<file path="src/hw/rtl/assert_macros.svh">
// Assertion helper macros
`ifndef ASSERT_MACROS_SVH
`define ASSERT_MACROS_SVH
// assert that a implies b in the same cycle
`define ASSERT_IMP(lbl, a, b) \
  lbl: assert property (@(posedge clk_i) disable iff (!rst_ni) (a) |-> (b)) \
    else $error("assertion failed");
// assert that a implies b in the next cycle
`define ASSERT_NXT(lbl, a, b) \
  lbl: assert property (@(posedge clk_i) disable iff (!rst_ni) (a) |=> (b)) \
    else $error("assertion failed");
`endif

</file>
<file path="src/hw/rtl/dsrd_pkg.sv">
// ----------------------------------------------------------------------------
// dsrd_pkg
// Shared types and constants of the sample record decoder.
// ----------------------------------------------------------------------------
`timescale 1ns / 1ps
`default_nettype none
package dsrd_pkg;
  localparam logic [3:0] K_TIME = 4'd0;
  localparam logic [3:0] K_VEND = 4'd1;
  localparam logic [3:0] K_TEMP = 4'd2;
  localparam logic [3:0] K_PRES = 4'd3;
  localparam logic [3:0] K_DEPTH = 4'd4;
  localparam logic [3:0] K_GAS = 4'd5;
  localparam logic [3:0] K_DECO = 4'd6;
  localparam logic [3:0] K_SURF = 4'd7;
  localparam logic [3:0] K_ERR = 4'd8;

  localparam logic [2:0] CFG_MODEL = 3'd0;
  localparam logic [2:0] CFG_MODE = 3'd1;
  localparam logic [2:0] CFG_INTV = 3'd2;
  localparam logic [2:0] CFG_TEMP = 3'd3;
  localparam logic [2:0] CFG_PRES = 3'd4;
  localparam logic [2:0] CFG_GAS = 3'd5;

  localparam logic [1:0] MODE_FREE = 2'd2;
  localparam logic [7:0] TYPE_TANK = 8'hAA;
  localparam logic [7:0] TYPE_SURF = 8'hBB;
  localparam logic [15:0] PRESS_NONE = 16'd10000;
  localparam logic [3:0] GAS_NONE = 4'hF;
  localparam logic [15:0] M_ONE = 16'h4250;
  localparam logic [15:0] M_ZEN = 16'h4441;
  localparam logic [15:0] M_TX = 16'h4542;

  // one result transaction
  typedef struct packed {
    logic [3:0]  kind;
    logic [23:0] value;
    logic [2:0]  tank;
    logic [7:0]  stop;
  } res_t;

  // controller to datapath commands
  typedef struct packed {
    logic load;     // capture record, reload if flagged
    logic decode;   // compute emit list and next state
    logic divstart; // start surface division
    logic divstep;  // one quotient bit
    logic commit;   // write next state
    logic pop;      // advance result index
  } cmd_t;

  // datapath to controller status
  typedef struct packed {
    logic       is_empty;
    logic       is_surf;
    logic       div_done;
    logic [2:0] nres;
  } sts_t;

  // model group membership
  typedef struct packed {
    logic free_short, wide, no_press, t6, t3, t1, tpack, inv5, sgn5, sgn0;
    logic p10, p5, p16, mask, cs, sw34;
  } grp_t;

  function automatic grp_t model_groups(input logic [15:0] m);
    grp_t g;
    g.free_short = m == 16'h434D || m == 16'h4549 || m == 16'h4554;
    g.wide = m == 16'h434E || m == 16'h4449 || m == 16'h4451 || m == 16'h454B ||
             m == 16'h4542 || m == 16'h454C || m == 16'h4557;
    g.no_press = m == 16'h435A || m == 16'h4450 || m == 16'h4357 || m == 16'h4359 ||
                 m == 16'h445A || m == 16'h4441 || m == 16'h4344 || m == 16'h4446 ||
                 m == 16'h4345;
    g.t6 = m == 16'h4344 || m == 16'h4250 || m == 16'h4357 || m == 16'h4345 ||
           m == 16'h4441;
    g.t3 = m == 16'h4446 || m == 16'h4359 || m == 16'h435A || m == 16'h434E ||
           m == 16'h4449 || m == 16'h4451 || m == 16'h454B || m == 16'h445A;
    g.t1 = m == 16'h4450 || m == 16'h4542;
    g.tpack = m == 16'h4447 || m == 16'h4452 || m == 16'h444C || m == 16'h4456 ||
              m == 16'h4457;
    g.inv5 = m == 16'h444D || m == 16'h4548;
    g.sgn5 = m == 16'h444B || m == 16'h4545 || m == 16'h4546;
    g.sgn0 = m == 16'h4342 || m == 16'h4444 || m == 16'h4257 || m == 16'h4453 ||
             m == 16'h4443 || m == 16'h4350 || m == 16'h4458;
    g.p10 = m == 16'h434E || m == 16'h4449 || m == 16'h4451 || m == 16'h454B;
    g.p5 = m == 16'h4447 || m == 16'h4452 || m == 16'h444C || m == 16'h4456 ||
           m == 16'h4442 || m == 16'h4457 || m == 16'h444D || m == 16'h4548 ||
           m == 16'h4546;
    g.p16 = m == 16'h4542 || m == 16'h454C || m == 16'h4557;
    g.mask = m == 16'h4347 || m == 16'h4348;
    g.cs = m == 16'h454C || m == 16'h4557;
    g.sw34 = m == 16'h4342 || m == 16'h4257 || m == 16'h4453;
    return g;
  endfunction

  function automatic logic [7:0] bcd(input logic [7:0] x);
    return 8'({4'd0, x[7:4]} * 8'd10 + {4'd0, x[3:0]});
  endfunction
endpackage
`default_nettype wire

</file>
<file path="src/hw/rtl/dsrd_ctrl.sv">
// ----------------------------------------------------------------------------
// dsrd_ctrl
// Sequencer: load, decode, optional divide, then one result per cycle while out_stall is low.
// ----------------------------------------------------------------------------
`timescale 1ns / 1ps
`default_nettype none
module dsrd_ctrl (
  input  wire logic          clk_i,
  input  wire logic          rst_ni,
  input  wire logic          in_valid_i,
  output logic               in_stall_o,
  input  wire logic          out_stall_i,
  output logic               out_valid_o,
  output logic               out_last_o,
  output dsrd_pkg::cmd_t     cmd_o,
  input  wire dsrd_pkg::sts_t sts_i
);
  import dsrd_pkg::*;

  typedef enum logic [2:0] {S_IDLE, S_DEC, S_DIV, S_OUT} state_e;
  state_e state_q;
  logic [2:0] idx_q;

  assign in_stall_o = state_q != S_IDLE;
  assign out_valid_o = state_q == S_OUT;
  assign out_last_o = idx_q == sts_i.nres - 3'd1;

  always_comb begin
    cmd_o = '0;
    cmd_o.load = state_q == S_IDLE && in_valid_i;
    cmd_o.decode = state_q == S_DEC;
    cmd_o.divstart = state_q == S_DEC;
    cmd_o.divstep = state_q == S_DIV;
    cmd_o.commit = state_q == S_OUT && !out_stall_i && out_last_o;
    cmd_o.pop = state_q == S_OUT && !out_stall_i;
  end

  // state and result index
  always_ff @(posedge clk_i or negedge rst_ni) begin
    if (!rst_ni) begin
      state_q <= S_IDLE;
      idx_q <= '0;
    end else begin
      unique case (state_q)
        S_IDLE: if (in_valid_i) state_q <= S_DEC;
        S_DEC: begin
          idx_q <= '0;
          state_q <= S_DIV;
        end
        S_DIV: begin
          if (sts_i.is_empty) state_q <= S_IDLE;
          else if (!sts_i.is_surf || sts_i.div_done) begin
            if (sts_i.nres == 3'd0) state_q <= S_IDLE;
            else state_q <= S_OUT;
          end
        end
        S_OUT: if (!out_stall_i) begin
          if (out_last_o) state_q <= S_IDLE;
          idx_q <= idx_q + 3'd1;
        end
        default: state_q <= S_IDLE;
      endcase
    end
  end
endmodule
`default_nettype wire

</file>
<file path="src/hw/rtl/dsrd_dp.sv">
// ----------------------------------------------------------------------------
// dsrd_dp
// Datapath: record capture, field decode, surface divider, running state.
// ----------------------------------------------------------------------------
`timescale 1ns / 1ps
`default_nettype none
module dsrd_dp #(
  parameter int RecordBytes = 16
) (
  input  wire logic           clk_i,
  input  wire logic           rst_ni,
  input  wire dsrd_pkg::cmd_t cmd_i,
  output dsrd_pkg::sts_t      sts_o,
  input  wire logic           start_i,
  input  wire logic [63:0]    rec_lo_i,
  input  wire logic [63:0]    rec_hi_i,
  input  wire logic [15:0]    model_i,
  input  wire logic [1:0]     mode_i,
  input  wire logic [5:0]     intv_i,
  input  wire logic [7:0]     itemp_i,
  input  wire logic [15:0]    ipres_i,
  input  wire logic [2:0]     ngas_i,
  output dsrd_pkg::res_t      res_o
);
  import dsrd_pkg::*;

  logic [7:0] b_q [16];
  logic start_q;
  logic [23:0] et_q; logic rc_q; logic [7:0] tmp_q; logic [15:0] prs_q;
  logic [2:0] tnk_q; logic pp_q; logic [3:0] pg_q;
  logic [23:0] et_n; logic rc_n; logic [7:0] tmp_n; logic [15:0] prs_n;
  logic [2:0] tnk_n; logic pp_n; logic [3:0] pg_n;
  res_t list_q [7];
  logic [2:0] nres_q, ridx_q;
  logic empty_q, surf_q;
  // divider
  logic [13:0] dividend_q, quo_q; logic [5:0] rem_q; logic [3:0] dcnt_q;
  logic busy_q;

  grp_t g;
  logic fr;
  assign g = model_groups(model_i);
  assign fr = mode_i == MODE_FREE;

  // capture record, bytes beyond the record size read as zero
  always_ff @(posedge clk_i) begin
    if (cmd_i.load) begin
      for (int i = 0; i < 8; i++) begin
        b_q[i] <= (i < RecordBytes) ? rec_lo_i[i*8 +: 8] : 8'd0;
        b_q[i+8] <= (i + 8 < RecordBytes) ? rec_hi_i[i*8 +: 8] : 8'd0;
      end
      start_q <= start_i;
    end
  end

  // effective state after optional reload
  logic [23:0] et_e; logic rc_e; logic [7:0] tmp_e; logic [15:0] prs_e;
  logic [2:0] tnk_e; logic pp_e; logic [3:0] pg_e;
  always_comb begin
    if (start_q) begin
      et_e = '0; rc_e = 1'b1; tmp_e = fr ? 8'd0 : itemp_i; prs_e = ipres_i;
      tnk_e = '0; pp_e = !fr && !g.no_press && ipres_i != PRESS_NONE; pg_e = GAS_NONE;
    end else begin
      et_e = et_q; rc_e = rc_q; tmp_e = tmp_q; prs_e = prs_q;
      tnk_e = tnk_q; pp_e = pp_q; pg_e = pg_q;
    end
  end

  // decode
  logic [4:0] size;
  logic zs, os, emp;
  logic [7:0] typ;
  res_t lst [7];
  logic [2:0] n;
  logic [13:0] surfv;
  always_comb begin
    logic [7:0] t, d2, sg;
    logic [15:0] p;
    logic [15:0] dep;
    logic [2:0] gi;
    logic [15:0] dt;
    logic [7:0] st;
    logic have, err;
    size = fr ? (g.free_short ? 5'd2 : 5'd4) : (g.wide ? 5'd16 : 5'd8);
    zs = 1'b1; os = 1'b1;
    for (int i = 0; i < 16; i++) begin
      if (5'(i) < size && i < RecordBytes) begin
        if (b_q[i] != 8'h00) zs = 1'b0;
        if (b_q[i] != 8'hFF) os = 1'b0;
      end
    end
    emp = (!fr && zs) || os;
    typ = fr ? 8'd0 : b_q[0];
    for (int i = 0; i < 7; i++) lst[i] = '0;
    n = '0;
    et_n = et_e; rc_n = rc_e; tmp_n = tmp_e; prs_n = prs_e;
    tnk_n = tnk_e; pp_n = pp_e; pg_n = pg_e;
    surfv = 14'({6'd0, bcd(b_q[1])} * 14'd60 + {6'd0, bcd(b_q[2])});
    t = '0; d2 = '0; sg = '0; p = '0; dep = '0; gi = '0; dt = '0; st = '0;
    have = 1'b0; err = 1'b0;
    if (rc_e) begin
      et_n = et_e + {18'd0, intv_i};
      lst[n] = '{K_TIME, et_n, 3'd0, 8'd0}; n = n + 3'd1;
      rc_n = 1'b0;
    end
    lst[n] = '{K_VEND, 24'd0, 3'd0, 8'd0}; n = n + 3'd1;
    if (typ == TYPE_TANK) begin
      if (g.mask) begin
        tnk_n = '0; prs_n = {4'd0, b_q[7][3:0], b_q[6]};
      end else if (g.cs) begin
        tnk_n = {1'b0, b_q[1][1:0]} + 3'd7; prs_n = {4'd0, b_q[7][3:0], b_q[6]};
      end else begin
        tnk_n = {1'b0, b_q[1][1:0]} + 3'd7;
        if (g.sw34) prs_n = {3'd0, b_q[3][3:0], b_q[4], 1'b0};
        else prs_n = {3'd0, b_q[4][3:0], b_q[5], 1'b0};
      end
    end else if (typ != TYPE_SURF) begin
      if (!fr) begin
        t = tmp_e;
        priority if (g.t6) t = b_q[6];
        else if (g.t3) t = b_q[3];
        else if (g.t1) t = b_q[1];
        else if (g.tpack) t = {b_q[5][3:2], b_q[7][3:2], b_q[7][7:4]};
        else if (g.cs) t = b_q[11];
        else begin
          d2 = {6'd0, b_q[7][3:2]};
          if (g.inv5) sg = {7'd0, ~b_q[5][2]};
          else if (g.sgn5) sg = {7'd0, b_q[5][2]};
          else if (g.sgn0) sg = {7'd0, b_q[0][7]};
          else sg = {7'd0, ~b_q[0][7]};
          t = sg[0] ? t - d2 : t + d2;
        end
        tmp_n = t;
        lst[n] = '{K_TEMP, {16'd0, t}, 3'd0, 8'd0}; n = n + 3'd1;
      end
      if (pp_e) begin
        p = prs_e;
        priority if (g.p10) p = {4'd0, b_q[11][3:0], b_q[10]};
        else if (g.p5) p = 16'({6'd0, b_q[0][1:0], b_q[1]} * 16'd5);
        else if (g.p16) p = {b_q[5], b_q[4]};
        else p = p - {8'd0, b_q[1]};
        prs_n = p;
        lst[n] = '{K_PRES, {8'd0, p}, tnk_e, 8'd0}; n = n + 3'd1;
      end
      priority if (fr) dep = {b_q[1], b_q[0]};
      else if (g.t3) dep = {4'd0, b_q[5][3:0], b_q[4]};
      else if (model_i == M_ONE) dep = {4'd0, b_q[3], 4'd0};
      else dep = {4'd0, b_q[3][3:0], b_q[2]};
      lst[n] = '{K_DEPTH, {8'd0, dep}, 3'd0, 8'd0}; n = n + 3'd1;
      if (model_i == M_TX) begin
        gi = b_q[0][2:0];
        if ({1'b0, gi} != pg_e) begin
          if (gi < 3'd1 || gi > ngas_i) begin
            lst[n] = '{K_ERR, {21'd0, gi}, 3'd0, 8'd0}; n = n + 3'd1;
            err = 1'b1;
          end else begin
            lst[n] = '{K_GAS, {21'd0, gi - 3'd1}, 3'd0, 8'd0}; n = n + 3'd1;
            pg_n = {1'b0, gi};
          end
        end
      end
      if (!err) begin
        have = 1'b1;
        if (g.cs) begin
          st = {5'd0, b_q[15][6:4]}; dt = {6'd0, b_q[7][1:0], b_q[6]};
        end else if (model_i == M_ZEN) begin
          st = {4'd0, b_q[5][7:4]}; dt = {4'd0, b_q[5][3:0], b_q[4]};
        end else if (model_i == M_TX) begin
          st = b_q[10]; dt = {b_q[7], b_q[6]};
        end else have = 1'b0;
        if (have) begin
          lst[n] = '{K_DECO, 24'({8'd0, dt} * 24'd60), 3'd0, st}; n = n + 3'd1;
        end
        rc_n = 1'b1;
      end
    end
  end

  // surface count result and time advance, after the divider
  logic [23:0] adv;
  assign adv = 24'({10'd0, quo_q - 14'd1} * {18'd0, intv_i});

  always_ff @(posedge clk_i) begin
    if (cmd_i.decode) begin
      for (int i = 0; i < 7; i++) list_q[i] <= lst[i];
      nres_q <= n;
      empty_q <= emp;
      surf_q <= typ == TYPE_SURF;
    end else if (surf_q && !busy_q && cmd_i.divstep && quo_q != 14'd0) begin
      list_q[nres_q] <= '{K_SURF, {10'd0, quo_q}, 3'd0, 8'd0};
      nres_q <= nres_q + 3'd1;
      surf_q <= 1'b0;
    end
  end

  // restoring divider, one quotient bit per cycle
  logic [6:0] trial;
  assign trial = {rem_q, dividend_q[13]};
  always_ff @(posedge clk_i or negedge rst_ni) begin
    if (!rst_ni) begin
      busy_q <= 1'b0; dcnt_q <= '0; dividend_q <= '0; rem_q <= '0; quo_q <= '0;
    end else if (cmd_i.divstart) begin
      busy_q <= 1'b1; dcnt_q <= '0; dividend_q <= surfv; rem_q <= '0; quo_q <= '0;
    end else if (busy_q && cmd_i.divstep) begin
      if (intv_i == 6'd0) begin
        quo_q <= '0; busy_q <= 1'b0;
      end else begin
        dividend_q <= {dividend_q[12:0], 1'b0};
        if (trial >= {1'b0, intv_i}) begin
          rem_q <= 6'(trial - {1'b0, intv_i}); quo_q <= {quo_q[12:0], 1'b1};
        end else begin
          rem_q <= trial[5:0]; quo_q <= {quo_q[12:0], 1'b0};
        end
        dcnt_q <= dcnt_q + 4'd1;
        if (dcnt_q == 4'd13) busy_q <= 1'b0;
      end
    end
  end

  // captured next state per record
  logic [23:0] et_s; logic rc_s; logic [7:0] tmp_s; logic [15:0] prs_s;
  logic [2:0] tnk_s; logic pp_s; logic [3:0] pg_s;
  always_ff @(posedge clk_i) begin
    if (cmd_i.decode) begin
      et_s <= et_n; rc_s <= rc_n; tmp_s <= tmp_n; prs_s <= prs_n;
      tnk_s <= tnk_n; pp_s <= pp_n; pg_s <= pg_n;
    end else if (surf_q && !busy_q && cmd_i.divstep && quo_q != 14'd0) begin
      et_s <= et_s + adv; rc_s <= 1'b1;
    end
  end

  // running state; an empty record or zero surface count still honors reload
  logic fin;
  assign fin = cmd_i.divstep && (empty_q || ((!surf_q || !busy_q) && nres_q == 3'd0));
  always_ff @(posedge clk_i or negedge rst_ni) begin
    if (!rst_ni) begin
      et_q <= '0; rc_q <= 1'b1; tmp_q <= '0; prs_q <= '0;
      tnk_q <= '0; pp_q <= 1'b1; pg_q <= GAS_NONE;
    end else if (cmd_i.commit) begin
      et_q <= et_s; rc_q <= rc_s; tmp_q <= tmp_s; prs_q <= prs_s;
      tnk_q <= tnk_s; pp_q <= pp_s; pg_q <= pg_s;
    end else if (fin && start_q) begin
      et_q <= et_e; rc_q <= rc_e; tmp_q <= tmp_e; prs_q <= prs_e;
      tnk_q <= tnk_e; pp_q <= pp_e; pg_q <= pg_e;
    end else if (cmd_i.divstep && surf_q && !busy_q && quo_q == 14'd0 && !empty_q) begin
      et_q <= et_s; rc_q <= rc_s; tmp_q <= tmp_s; prs_q <= prs_s;
      tnk_q <= tnk_s; pp_q <= pp_s; pg_q <= pg_s;
    end
  end

  // result index
  always_ff @(posedge clk_i or negedge rst_ni) begin
    if (!rst_ni) ridx_q <= '0;
    else if (cmd_i.decode) ridx_q <= '0;
    else if (cmd_i.pop) ridx_q <= ridx_q + 3'd1;
  end

  assign res_o = list_q[ridx_q];
  assign sts_o.is_empty = empty_q;
  assign sts_o.is_surf = surf_q;
  assign sts_o.div_done = !busy_q && !cmd_i.decode;
  assign sts_o.nres = nres_q;
endmodule
`default_nettype wire

</file>
<file path="src/hw/rtl/dive_sample_record_decoder.sv">
// ----------------------------------------------------------------------------
// dive_sample_record_decoder
// Decodes one 16-byte dive log sample record into up to seven results.
// ----------------------------------------------------------------------------
// Channel  Direction  Handshake          Payload
// in       input      in_valid/in_stall  start_dive, record_low, record_high
// out      output     out_valid/out_stall kind, value, tank, deco_stop, last
// cfg      input      cfg_valid/cfg_ready cfg_index, cfg_data
//
// A record passes through an accept, a decode and a status step, then its
// results (one to seven) are presented in turn; an empty record ends after
// the status step with no results. A surface-interval record holds the status
// step for a restoring divide (one quotient bit per cycle).
// One record is in flight at a time; out_stall holds the current result.
// No clearing pass after reset.
// ----------------------------------------------------------------------------
`timescale 1ns / 1ps
`default_nettype none
`include "assert_macros.svh"
module dive_sample_record_decoder #(
  parameter int RECORD_BYTES = 16
) (
  input  wire logic        clk_i,
  input  wire logic        rst_ni,
  input  wire logic        in_valid,
  output logic             in_stall,
  input  wire logic        start_dive_i,
  input  wire logic [63:0] record_low_i,
  input  wire logic [63:0] record_high_i,
  output logic             out_valid,
  input  wire logic        out_stall,
  output logic [3:0]       kind_o,
  output logic [23:0]      value_o,
  output logic signed [2:0] tank_o,
  output logic [7:0]       deco_stop_o,
  output logic             last_o,
  input  wire logic        cfg_valid,
  output logic             cfg_ready,
  input  wire logic [2:0]  cfg_index,
  input  wire logic [15:0] cfg_data
);
  import dsrd_pkg::*;

  logic [15:0] model_q; logic [1:0] mode_q; logic [5:0] intv_q;
  logic [7:0] itemp_q; logic [15:0] ipres_q; logic [2:0] ngas_q;
  cmd_t cmd; sts_t sts; res_t res;

  assign cfg_ready = 1'b1;

  // configuration registers
  always_ff @(posedge clk_i or negedge rst_ni) begin
    if (!rst_ni) begin
      model_q <= '0; mode_q <= '0; intv_q <= 6'd2;
      itemp_q <= '0; ipres_q <= '0; ngas_q <= '0;
    end else if (cfg_valid) begin
      unique case (cfg_index)
        CFG_MODEL: model_q <= cfg_data;
        CFG_MODE:  mode_q <= cfg_data[1:0];
        CFG_INTV:  intv_q <= cfg_data[5:0];
        CFG_TEMP:  itemp_q <= cfg_data[7:0];
        CFG_PRES:  ipres_q <= cfg_data;
        CFG_GAS:   ngas_q <= cfg_data[2:0];
        default: ;
      endcase
    end
  end

  dsrd_ctrl u_ctrl (
    .clk_i, .rst_ni, .in_valid_i(in_valid), .in_stall_o(in_stall),
    .out_stall_i(out_stall), .out_valid_o(out_valid), .out_last_o(last_o),
    .cmd_o(cmd), .sts_i(sts)
  );

  dsrd_dp #(.RecordBytes(RECORD_BYTES)) u_dp (
    .clk_i, .rst_ni, .cmd_i(cmd), .sts_o(sts),
    .start_i(start_dive_i), .rec_lo_i(record_low_i), .rec_hi_i(record_high_i),
    .model_i(model_q), .mode_i(mode_q), .intv_i(intv_q), .itemp_i(itemp_q),
    .ipres_i(ipres_q), .ngas_i(ngas_q), .res_o(res)
  );

  assign kind_o = res.kind;
  assign value_o = res.value;
  assign tank_o = res.tank;
  assign deco_stop_o = res.stop;

  `ASSERT_IMP(a_no_accept_busy, out_valid, in_stall)
  `ASSERT_NXT(a_last_ends, out_valid && !out_stall && last_o, !out_valid)
  `ASSERT_IMP(a_tank_only_pres, out_valid && kind_o != K_PRES, tank_o == 3'sd0)
endmodule
`default_nettype wire
</file>
<file path="config.mk">
export PLATFORM = sky130hd
export DESIGN_NAME = dive_sample_record_decoder
export DESIGN_NICKNAME = d
export VERILOG_FILES = /design/src/hw/rtl/dsrd_pkg.sv /design/src/hw/rtl/dsrd_ctrl.sv /design/src/hw/rtl/dsrd_dp.sv /design/src/hw/rtl/dive_sample_record_decoder.sv
export VERILOG_INCLUDE_DIRS = /design/src /design/src/hw/rtl
export SDC_FILE = /design/constraint.sdc
export NUM_CORES = 2
export LEC_CHECK = 0
export BUFFER_PORTS_ARGS = -buffer_cell sky130_fd_sc_hd__buf_4
export CAP_MARGIN = 5
export CORE_ASPECT_RATIO = 0.8
export CORE_UTILIZATION = 51
export CTS_CLUSTER_DIAMETER = 80
export DETAILED_ROUTE_END_ITERATION = 6
export GPL_TIMING_DRIVEN = 0
export PLACE_DENSITY = 0.68
export SYNTH_ARGS = -nofsm -noshare
export SYNTH_HDL_FRONTEND = slang
export SYNTH_HIERARCHICAL = 1
export SYNTH_SLANG_ARGS = --single-unit
export TNS_END_PERCENT = 5
</file>
<file path="constraint.sdc">
create_clock -name clk_i -period 11.47 [get_ports clk_i]
set_clock_uncertainty 0.1 [all_clocks]
set_input_delay 0.5735 -clock clk_i [delete_from_list [all_inputs] [get_ports clk_i]]
set_output_delay 0.5735 -clock clk_i [all_outputs]
set_load 0.005 [all_outputs]
</file>
==> results.rst <==
.. list-table::
   :header-rows: 1

   * - Metric
     - Value
   * - Async set or reset register ratio after synthesis
     - between 20% and 30%
   * - Clock-pin slew of the registers on the worst-case setup and hold paths
     - 0.06 ns
   * - Area of the core region
     - around 0.08 mm²
   * - Clock latency on the worst-skew pair
     - between 0.6 and 0.7 ns
   * - Proportion of layout cells with a drive suffix above 1
     - between 10% and 20%
   * - Post-route clock period utilization
     - between 80% and 90%
   * - Clock period minus worst slack
     - between 9 and 10 ns
   * - Antenna fix cells
     - 0
   * - Highest fanout seen on the critical path
     - 10
   * - Number of global-route vias before repair
     - between 30,000 and 40,000
   * - Final setup violating endpoints
     - 0
   * - Xor and xnor area share after synthesis
     - 2.97%
   * - Setup crit start kind
     - flop
   * - Unique masters post-synth
     - around 120
   * - Initial antenna violation count
     - 5
   * - Total wire length
     - around 170,000 µm
   * - First-iteration detailed-routing DRC count
     - slightly above 5,000
   * - Effective utilization at floorplan
     - about half
   * - CTS H-Tree Depth
     - 3
   * - Via count
     - 35,400
   * - Post-route setup TNS
     - 0 ns
   * - Crit path arrival time
     - around 9.5 ns
   * - Met3 usage
     - a little under a tenth
   * - Maximum operating frequency
     - approximately 110 MHz
   * - Std cell rows
     - 92
   * - Fillers
     - between 6,000 and 7,000
   * - Die Span Y
     - about 260 µm
   * - Number of hold violations in the final report
     - 0
   * - Cell taking the most area after synthesis
     - edfxtp_1
   * - Clk Tree Root Cell
     - clkbuf_16
   * - Violations in the final reports
     - max-capacitance violations
   * - Compound-Gate Fraction of Synth Area
     - between 10 and 15%
   * - Vias per std cell
     - roughly 6.6
   * - Data required, critical path
     - between 10 and 15 ns
   * - Placer congestion estimate
     - ~1.1
   * - Netlist area before placement
     - roughly 0.041 mm²
   * - Global routing usage on met2
     - between 50% and 60%
   * - Io pins
     - 196
   * - Most used flip-flop cell after synthesis
     - edfxtp_1
   * - Area share of the leading cell type in the synthesized netlist
     - 34.7%
   * - Dominant cells by area after synthesis
     - edfxtp_1 35%, dfrtp_1 9.0%, fa_1 5.8%
   * - Die Footprint
     - 0.0821 mm²
   * - Met1 Use GR
     - a little under three fifths
   * - Sequential fraction of the synthesis area
     - 44.1%
   * - Postcts setup bufs
     - 0
   * - Top post-synthesis cells by count
     - 477 x edfxtp_1, 408 x nand2_1, 361 x nor2_1, 222 x o21ai_0, 212 x a21oi_1
   * - CTS Sinks
     - 632
   * - Number of nets in the layout
     - between 4,000 and 5,000
   * - Multiplexer area fraction after synthesis
     - between 8 and 9%
   * - Most instantiated library cell after synthesis
     - edfxtp_1
   * - Resized Gates After CTS
     - 0
   * - Synthesized-area fraction occupied by and/or/nand/nor cells
     - 15.2%
   * - Worst slew margin
     - 0.871%
   * - Number of enable flip-flop cells after synthesis
     - 477
   * - DRC Markers
     - 0
   * - Adder-Cell Fraction of Synth Area
     - about a tenth
   * - P&R area growth vs syn
     - 13.9%
   * - Syn avg cell area
     - approximately 11 µm²
   * - Width of the die
     - ~320 µm
   * - Dominant combinational cell family by area after synthesis
     - simple AND/OR/NAND/NOR gates
   * - CTS tree
     - yes
   * - Maximum number of pins on one net before global-route repair
     - around 100
   * - Warnings from Yosys
     - 6
   * - Kind of capture point of the worst setup path
     - flop
   * - Number of buffers on the longest clock path
     - 3
   * - Aggregate global-route resource usage
     - about two fifths
   * - Max Cap Violations
     - 1
   * - Flops & latches, synth
     - 632
   * - Number of hold buffers added after CTS
     - 35
   * - Length of the first detailed-routing pass in iterations
     - 7
   * - Detailed placer's ending HPWL
     - around 130,000 µm
   * - Result of the run
     - complete, but fails checks
   * - Cts bufs inserted
     - between 60 and 70
   * - Unrepaired setup endpoints after global routing
     - false
   * - Gr busiest metal
     - met2
   * - Final ANT Viol Nets
     - 0
   * - Count of buffers inserted at the top-level ports
     - 193
   * - Cells after Synth
     - 3,921
   * - Congestion Overflow GR
     - 0
   * - Type of the worst setup path
     - flop to flop
   * - Slew @ Worst Pin
     - roughly 1.5 ns
   * - Global-route wire length before repair
     - approximately 240,000 µm
   * - Final count of pins violating max slew
     - 0
   * - Per-cell routed wire length
     - about 31 µm
   * - Worst Hold Class
     - input port to flop
-- cells in the final DEF (no fill, tap or decap), types with 119 or more instances in the layout --
cell and instances:
clkbuf_1 163, nor2_1 360, ha_1 160, fa_1 119
inv_1 210, buf_4 215, a21oi_1 212, nand2_1 403
o21ai_0 220, edfxtp_1 477, dfrtp_1 148
-- final cells by class --
| cell class | count | area [µm²] | share of cell area, % |
|---|---|---|---|
| buffer | 207 | 887 | 1.89 |
| inverter | 214 | 803 | 1.71 |
| clock buffer | 81 | 1760 | 3.74 |
| sequential | 632 | 18200 | 38.7 |
| tap | 1034 | 1290 | 2.75 |
| multi-input combinational | 2869 | 21400 | 45.6 |
| clock inverter | 31 | 360 | 0.766 |
| timing repair buffer | 262 | 2260 | 4.80 |
-- layer usage --
metal	wire length [µm]	share of wire, %	vias to the layer above
li1	-	-	15100
met1	68000	41	17500
met4	8730	5.2	2
met3	18900	11	410
met5	20	0.012	-
met2	71800	43	2312
-- sequential cells by signal, indices dropped and copies added, names as in the netlist, 14 cells and up --
name and count:
u_dp/prs_s 16, u_dp/prs_q 16, u_dp/et_s 24, u_dp/list_q 286
u_dp/b_q 128, u_dp/quo_q 14, ipres_q 16, model_q 16
u_dp/et_q 24, u_dp/dividend_q 14
-- logic make-up after synthesis --
kind of cell,after synthesis
adders and majority gates,279
other,2
and+or+nand+nor,1304
AOI/OAI and AO/OA,899
DFF,632
muxes,246
buffers and inverters,421
xor gates and xnor gates,138
-- critical path, cell delays in order, from the launching register on --
cell	delay, ns
edfxtp_1	0.41
clkbuf_1	0.76
buf_1	0.72
clkbuf_1	0.69
clkbuf_1	0.74
clkbuf_1	0.61
mux2i_1	0.48
inv_1	0.14
ha_1	0.29
nor2b_1	0.15
o31ai_1	0.58
a21boi_0	0.40
a21oi_1	0.28
xnor2_1	0.17
o21ai_0	0.19
a221oi_2	1.01
o22ai_1	0.20
o21ai_0	0.74
o21ai_0	0.26
-- worst paths after layout --
check | startpoint | end | slack, ns | depth (start not counted)
worst min register to register | u_dp/tmp_q[2] | u_dp/tmp_q[2] | 0.38 | 2
max in group asynchronous | rst_ni | model_q[10] | 9.96 | 3
worst min-delay path | record_low_i[20] | u_dp/b_q[2][4] | 0.02 | 1
min in group asynchronous | rst_ni | u_dp/et_q[17] | 0.37 | 2
worst max register to register | u_dp/start_q | u_dp/list_q[1][20] | 2.21 | 18
worst max-delay path | u_dp/start_q | u_dp/list_q[1][20] | 2.21 | 18
-- per-stage QoR --
stage	instance area, µm²	utilization (%)	instances	hold WS [ns]	setup WS (ns)
final	47000	59.2	5330	0.0175	2.21
after global routing	47000	59.2	5330	0.00670	2.46
after CTS	47000	59.1	5328	0.000526	2.97
after detailed placement	44500	56.0	5181	0.366	3.02
after global placement	44000	55.4	5149	0.356	2.12
after floorplan	41300	-	3922	0.178	4.67
Power is not shown: default switching activity piles up to over one toggle a cycle in this logic, so the estimate is an artifact.
